### src/hw/rtl/nsf_pkg.sv
// ----------------------------------------------------------------------------
// nsf_pkg
// Shared constants and types for the NMEA sentence framer.
// ----------------------------------------------------------------------------
package nsf_pkg;

   // Sentence buffer size in bytes. Legal range is 8 to 128.
   localparam int BUFFER_BYTES = 128;
   localparam int POS_W        = $clog2(BUFFER_BYTES);

   // Characters the framer reacts to
   localparam logic [7:0] CH_DOLLAR = 8'h24;
   localparam logic [7:0] CH_G      = 8'h47;
   localparam logic [7:0] CH_P      = 8'h50;
   localparam logic [7:0] CH_CR     = 8'h0D;
   localparam logic [7:0] CH_LF     = 8'h0A;

   // Sentence type codes
   typedef enum logic [3:0] {
      TYPE_UNKNOWN = 4'd0,
      TYPE_GGA     = 4'd1,
      TYPE_GLL     = 4'd2,
      TYPE_GSA     = 4'd3,
      TYPE_GSV     = 4'd4,
      TYPE_RMC     = 4'd5,
      TYPE_VTG     = 4'd6,
      TYPE_ZDA     = 4'd7,
      TYPE_DTM     = 4'd8
   } sentence_type_type;

   localparam int NUM_IDS = 8;

   // Message identifiers, first character in the top byte.
   // Entry k maps to type code k+1.
   localparam logic [23:0] TYPE_IDS [NUM_IDS] = '{
      "GGA", "GLL", "GSA", "GSV", "RMC", "VTG", "ZDA", "DTM"
   };

endpackage

### src/hw/rtl/nsf_type_decode.sv
// ----------------------------------------------------------------------------
// nsf_type_decode
// Matches the three identifier bytes of a sentence against the known ids.
// ----------------------------------------------------------------------------
module nsf_type_decode (
   input  logic [23:0] id_word,
   output logic [3:0]  type_code
);

   always_comb begin
      type_code = nsf_pkg::TYPE_UNKNOWN;
      // ids are all distinct, so at most one entry matches
      for (int k = 0; k < nsf_pkg::NUM_IDS; k++) begin
         if (id_word == nsf_pkg::TYPE_IDS[k]) begin
            type_code = 4'(k + 1);
         end
      end
   end

endmodule

### src/hw/rtl/nmea_sentence_framer.sv
// ----------------------------------------------------------------------------
// nmea_sentence_framer
// Frames "$GP" sentences from a byte stream and tags each stored byte.
// ----------------------------------------------------------------------------
// One received byte goes in per req beat and exactly one rsp beat comes out
// for it. The framer hunts for '$', 'G', 'P'; from there on every byte is
// reported with its position (byte_valid, byte_value, byte_index) so that a
// downstream buffer can hold the sentence. After CR the next byte must be LF;
// that LF closes the sentence with sentence_done, the length including CR and
// LF, and a type code from the identifier at positions 3 to 5 (0 unknown,
// 1 GGA .. 8 DTM). If the sentence fills the buffer (BUFFER_BYTES in the
// package) the last byte is still reported but sentence_dropped is raised and
// the hunt restarts; a byte other than LF after CR is not stored, raises
// sentence_dropped and restarts the hunt as well. Neither the rejected byte
// nor a wrong 'G'/'P' is rechecked as a new '$'.
// One byte is taken per clock while req_ready is high: the framer state is
// updated and the result is computed in the same cycle a byte is taken, into
// a single output register. req_ready is low only while a result is held in
// the output register and rsp_ready is low.
// ----------------------------------------------------------------------------
module nmea_sentence_framer (
   input  logic       clock,
   input  logic       reset,
   // byte input
   input  logic       req_valid,
   output logic       req_ready,
   input  logic [7:0] req_rx_byte,
   // per-byte result
   output logic       rsp_valid,
   input  logic       rsp_ready,
   output logic       rsp_byte_valid,
   output logic [7:0] rsp_byte_value,
   output logic [6:0] rsp_byte_index,
   output logic       rsp_sentence_done,
   output logic [3:0] rsp_sentence_type,
   output logic [7:0] rsp_sentence_length,
   output logic       rsp_sentence_dropped
);

   localparam int POS_W = nsf_pkg::POS_W;

   typedef enum logic [2:0] {
      MODE_HUNT = 3'd0,
      MODE_G    = 3'd1,
      MODE_P    = 3'd2,
      MODE_DATA = 3'd3,
      MODE_LF   = 3'd4
   } mode_type;

   // Framer state
   mode_type         mode_ff, mode_in;
   logic [POS_W-1:0] pos_ff, pos_in;
   logic [7:0]       id_ff [3];
   logic [7:0]       id_in [3];

   // Output register
   logic       rsp_valid_ff;
   logic       byte_valid_ff, byte_valid_in;
   logic [7:0] byte_value_ff, byte_value_in;
   logic [6:0] byte_index_ff, byte_index_in;
   logic       done_ff, done_in;
   logic [3:0] type_ff, type_in;
   logic [7:0] length_ff, length_in;
   logic       dropped_ff, dropped_in;

   logic       accept;
   logic [3:0] decoded_type;
   logic       pos_is_last;
   logic       short_id;

   assign accept    = req_valid && req_ready;
   assign req_ready = !rsp_valid_ff || rsp_ready;

   nsf_type_decode u_type_decode (
      .id_word   ({id_ff[0], id_ff[1], id_ff[2]}),
      .type_code (decoded_type)
   );

   assign pos_is_last = (pos_ff == POS_W'(nsf_pkg::BUFFER_BYTES - 1));
   // LF at position 5 or lower means the id was cut short by CR/LF
   assign short_id    = (pos_ff <= POS_W'(5));

   always_comb begin
      mode_in       = mode_ff;
      pos_in        = pos_ff;
      id_in         = id_ff;
      byte_valid_in = 1'b0;
      byte_value_in = 8'd0;
      byte_index_in = 7'd0;
      done_in       = 1'b0;
      type_in       = nsf_pkg::TYPE_UNKNOWN;
      length_in     = 8'd0;
      dropped_in    = 1'b0;

      case (mode_ff)
         MODE_G: begin
            if (req_rx_byte == nsf_pkg::CH_G) begin
               byte_valid_in = 1'b1;
               byte_index_in = 7'd1;
               mode_in       = MODE_P;
            end else begin
               mode_in = MODE_HUNT;
            end
         end
         MODE_P: begin
            if (req_rx_byte == nsf_pkg::CH_P) begin
               byte_valid_in = 1'b1;
               byte_index_in = 7'd2;
               mode_in       = MODE_DATA;
               pos_in        = POS_W'(3);
               id_in[0]      = 8'd0;
               id_in[1]      = 8'd0;
               id_in[2]      = 8'd0;
            end else begin
               mode_in = MODE_HUNT;
            end
         end
         MODE_DATA: begin
            byte_valid_in = 1'b1;
            byte_index_in = 7'(pos_ff);
            if (pos_ff == POS_W'(3)) id_in[0] = req_rx_byte;
            if (pos_ff == POS_W'(4)) id_in[1] = req_rx_byte;
            if (pos_ff == POS_W'(5)) id_in[2] = req_rx_byte;
            if (req_rx_byte == nsf_pkg::CH_CR) begin
               mode_in = MODE_LF;
            end
            // buffer full: overrides a CR on the last slot
            if (pos_is_last) begin
               dropped_in = 1'b1;
               mode_in    = MODE_HUNT;
               pos_in     = '0;
            end else begin
               pos_in = pos_ff + POS_W'(1);
            end
         end
         MODE_LF: begin
            if (req_rx_byte == nsf_pkg::CH_LF) begin
               byte_valid_in = 1'b1;
               byte_index_in = 7'(pos_ff);
               done_in       = 1'b1;
               type_in       = short_id ? 4'(nsf_pkg::TYPE_UNKNOWN) : decoded_type;
               length_in     = 8'(pos_ff) + 8'd1;
            end else begin
               dropped_in = 1'b1;
            end
            pos_in  = '0;
            mode_in = MODE_HUNT;
         end
         default: begin
            // hunting for '$'
            pos_in = '0;
            if (req_rx_byte == nsf_pkg::CH_DOLLAR) begin
               byte_valid_in = 1'b1;
               byte_index_in = 7'd0;
               mode_in       = MODE_G;
            end else begin
               mode_in = MODE_HUNT;
            end
         end
      endcase

      if (byte_valid_in) begin
         byte_value_in = req_rx_byte;
      end
   end

   // Framer state and output register
   always_ff @(posedge clock) begin
      if (reset) begin
         mode_ff       <= MODE_HUNT;
         pos_ff        <= '0;
         id_ff[0]      <= 8'd0;
         id_ff[1]      <= 8'd0;
         id_ff[2]      <= 8'd0;
         rsp_valid_ff  <= 1'b0;
         byte_valid_ff <= 1'b0;
         byte_value_ff <= 8'd0;
         byte_index_ff <= 7'd0;
         done_ff       <= 1'b0;
         type_ff       <= nsf_pkg::TYPE_UNKNOWN;
         length_ff     <= 8'd0;
         dropped_ff    <= 1'b0;
      end else begin
         if (accept) begin
            mode_ff       <= mode_in;
            pos_ff        <= pos_in;
            id_ff         <= id_in;
            rsp_valid_ff  <= 1'b1;
            byte_valid_ff <= byte_valid_in;
            byte_value_ff <= byte_value_in;
            byte_index_ff <= byte_index_in;
            done_ff       <= done_in;
            type_ff       <= type_in;
            length_ff     <= length_in;
            dropped_ff    <= dropped_in;
         end else if (rsp_ready) begin
            rsp_valid_ff <= 1'b0;
         end
      end
   end

   assign rsp_valid            = rsp_valid_ff;
   assign rsp_byte_valid       = byte_valid_ff;
   assign rsp_byte_value       = byte_value_ff;
   assign rsp_byte_index       = byte_index_ff;
   assign rsp_sentence_done    = done_ff;
   assign rsp_sentence_type    = type_ff;
   assign rsp_sentence_length  = length_ff;
   assign rsp_sentence_dropped = dropped_ff;

endmodule

### config.mk
export PLATFORM = sky130hd
export DESIGN_NAME = nmea_sentence_framer
export DESIGN_NICKNAME = d
export VERILOG_FILES = /design/src/hw/rtl/nsf_pkg.sv /design/src/hw/rtl/nsf_type_decode.sv /design/src/hw/rtl/nmea_sentence_framer.sv
export SDC_FILE = /design/constraint.sdc
export NUM_CORES = 1
export LEC_CHECK = 0
export BUFFER_PORTS_ARGS = -buffer_cell sky130_fd_sc_hd__buf_2
export CORE_ASPECT_RATIO = 0.7
export CORE_MARGIN = 4
export CORE_UTILIZATION = 57
export CTS_CLUSTER_SIZE = 16
export DETAILED_ROUTE_END_ITERATION = 16
export PLACE_DENSITY = 0.79
export SYNTH_ARGS = -nofsm -noshare
export SYNTH_HDL_FRONTEND = slang
export SYNTH_SLANG_ARGS = --single-unit
### constraint.sdc
create_clock -name clock -period 2.7 [get_ports clock]
set_clock_uncertainty 0.05 [all_clocks]
set_input_delay 0.135 -clock clock [delete_from_list [all_inputs] [get_ports clock]]
set_output_delay 0.135 -clock clock [all_outputs]
set_load 0.02 [all_outputs]
==> impl_metrics.json <==
{
  "outcome": "finished clean",
  "grt_pass1_wl_microns": 12900,
  "rr_startpoint": "mode_ff[2]$_SDFFE_PP0P_",
  "setup-tns-final_ns": 0,
  "dp_hpwl_microns": 5550,
  "ctsLongestPathBuffers": 2,
  "synth-seq-cells": 65,
  "core_area_sq_um": 5310,
  "grt_pass1_vias": 2666,
  "grt_antenna_before_repair": 0,
  "min_path_type": "in2reg",
  "clk_pin_slew_ns": 0.07,
  "crit_required_ns": 2.90,
  "critPathCapture": "rsp_byte_value[0]$_SDFFE_PP0P_",
  "drt_iter0_drc": 215,
  "grt_max_degree": 52,
  "cts_tree": "yes",
  "cp-startpoint": "mode_ff[2]$_SDFFE_PP0P_",
  "yosysWarnings": 0,
  "finalSetupViolCount": 0,
  "r2r_end": "rsp_byte_value[0]$_SDFFE_PP0P_",
  "post_cts_resize_count": 0,
  "synth_edf_count": 0,
  "syn-num-nets": 378,
  "cts-htree-levels": 3,
  "dieArea_sq_um": 6870,
  "slew_violations": 0,
  "num_vias": 2914,
  "fmax_mhz": 422,
  "ys_types": 62,
  "cp_max_fo": 13,
  "ys_dominant_reg_cell": "dfxtp_1",
  "final_cell_area_sq_um": 3700,
  "finalWeightedCongestion": 0.881,
  "slew_headroom": 0.382,
  "power.density_nw_per_um2": 540,
  "rsz0062_at_grt": "no",
  "placed_cells": 467,
  "drc": 0,
  "min_period_ns": 2.37,
  "cp-start-kind": "register",
  "p_leak_uw": 0.00138,
  "timing.final.crit_share": 0.877,
  "reg2reg_depth": 5,
  "start_util": 0.600,
  "drive_gt1_frac": 0.206,
  "r2r_slack_ns": 0.33,
  "antenna_cells": 0,
  "insertion_delay_ns": 0.35,
  "fill_cells": 429,
  "dieHeight_microns": 70.6,
  "cts_hold_buf": 1,
  "avgSynthCellArea_sq_um": 8.78,
  "seq_area_frac_synth": 0.408,
  "numCtsBuffers": 9,
  "postLayoutCoreUtil": 0.697,
  "root_buffer": "clkbuf_8",
  "globalRouteOverflowTotal": 0,
  "clock-sinks": 65,
  "syn_inst": 363,
  "grt_use_total": 0.231,
  "syn_to_final_growth_pct": 16.2,
  "wirelength_microns": 7800,
  "place_area_sq_um": 3470,
  "arrival_ns": 2.56,
  "fin_ws_ns": 0.332,
  "syn_area_sq_um": 3190,
  "hold_violations": 0,
  "pre_cts_ws_ns": 0.353,
  "post_cts_buffers": 0,
  "row_count": 22,
  "ios": 44,
  "tightest_slew_ns": 0.926,
  "async_reset_ff_frac": 0,
  "critPathCaptureType": "register",
  "wl_per_cell_microns": 16.1,
  "drt-pass1-iter-count": 6,
  "vias_per_cell": 6.02,
  "final_cells": 484,
  "antenna_left": 0,
  "irDropWorstVdd_uv": 358,
  "nets": 422,
  "maxCapViolations": 0,
  "path_class": "reg2reg",
  "io_buffers": 43,
  "die_w_microns": 97.4
}
## critical path, cell delays in order, from the launching register on
cell and delay [ns]:
dfxtp_1 0.55, and3b_1 0.35, a41o_1 0.36, nor4b_1 0.50
nor3_2 0.19, a22o_2 0.27
## cells in the mapped netlist, types with 3 or more instances
cell	n	area [sq um]
nor4b_1	5	43.8
a22o_1	15	131
clkbuf_1	17	63.8
a21oi_1	30	150
nor2_1	33	124
nor3b_1	4	30.0
ha_1	3	37.5
and2_1	7	43.8
nand3_1	13	65.1
nand4_1	3	18.8
o21ai_0	10	50.1
nand4b_1	4	35.0
inv_1	6	22.5
a22oi_1	6	45.0
dfxtp_1	65	1300
nor4b_4	3	71.3
nand3b_1	5	37.5
a31oi_1	3	18.8
nor4bb_1	5	50.1
mux2i_1	8	80.1
and3_1	3	18.8
nand2b_1	3	18.8
nor3_1	11	55.1
xor2_1	5	43.8
a211oi_1	6	45.0
nand2_1	45	169
## stage by stage
stage	hold WS, ns	power, uW
2_1_floorplan	0.211	1070
3_3_place_gp	0.341	1120
3_5_place_dp	0.350	1120
4_1_cts	0.0304	2010
5_1_grt	0.0606	2060
6_report	0.0459	2000
## layer usage
layer	wire, microns	vias up	global-route usage
li1	-	1431	-
met1	3860	1369	0.329
met2	3370	109	0.348
met3	512	5	0.0670
met4	50	0	0.0538
met5	0	-	0
## worst min-delay path by stage
stage                     cells past startpoint                        endpoint            from  slack (ns)
after floorplan                               1  rsp_byte_value[7]$_SDFFE_PP0P_  req_rx_byte[7]        0.21
after global placement                        3          rsp_valid$_SDFFE_PP0P_       req_valid        0.34
after detailed placement                      3          rsp_valid$_SDFFE_PP0P_       req_valid        0.35
after CTS                                     2  rsp_byte_value[3]$_SDFFE_PP0P_  req_rx_byte[3]        0.03
after global routing                          2  rsp_byte_value[3]$_SDFFE_PP0P_  req_rx_byte[3]        0.06
final                                         2  rsp_byte_value[3]$_SDFFE_PP0P_  req_rx_byte[3]        0.05
## report_power, final
part | switching (uW) | internal [uW]
Sequential | 9.42 | 964
Combinational | 87.4 | 38.1
Clock | 380 | 519
## sequential cells by signal, indices dropped and copies added (netlist names)
register,count
rsp_byte_index,7
id_ff,24
rsp_byte_value,8
rsp_sentence_type,4
pos_ff,7
rsp_byte_valid,1
rsp_sentence_dropped,1
rsp_sentence_done,1
rsp_sentence_length,8
rsp_valid,1
mode_ff,3
## cell usage in the layout (no fill, tap or decap), types with 4 or more instances in the layout
cell type / netlist / layout
and2_1: 7 / 7
nand4b_1: 4 / 4
nor4bb_1: 5 / 5
nor3_1: 11 / 11
a21oi_1: 30 / 30
buf_2: 0 / 43
xor2_1: 5 / 5
buf_4: 0 / 8
nand2_1: 45 / 45
inv_1: 6 / 6
a22o_1: 15 / 15
nand3_1: 13 / 13
nand3b_1: 5 / 5
a22oi_1: 6 / 6
o21ai_0: 10 / 10
a211oi_1: 6 / 6
mux2i_1: 8 / 8
dfxtp_1: 65 / 65
clkbuf_8: 0 / 9
nor4b_1: 5 / 5
nor3b_1: 4 / 4
nor2_1: 33 / 33
## cells by family after synthesis
logic type	count (synthesis)	synth area share
XOR/XNOR	6	0.0165
adder cells (fa/ha/maj)	3	0.0118
buffers and inverters	26	0.0330
multiplexers	8	0.0251
AO/OA/AOI/OAI	89	0.202
flip-flops	65	0.408
AND/OR/NAND/NOR	166	0.303
## final cells by class
class	instances	area (sq um)	share of cell area
timing repair buffer	52	285	0.0771
tap	72	90.1	0.0243
multi-input combinational	272	1780	0.481
sequential	65	1300	0.351
clock buffer	9	124	0.0335
clock inverter	7	95.1	0.0257
inverter	7	26.3	0.00710
No activity file was read; power rests on OpenSTA's default activity.
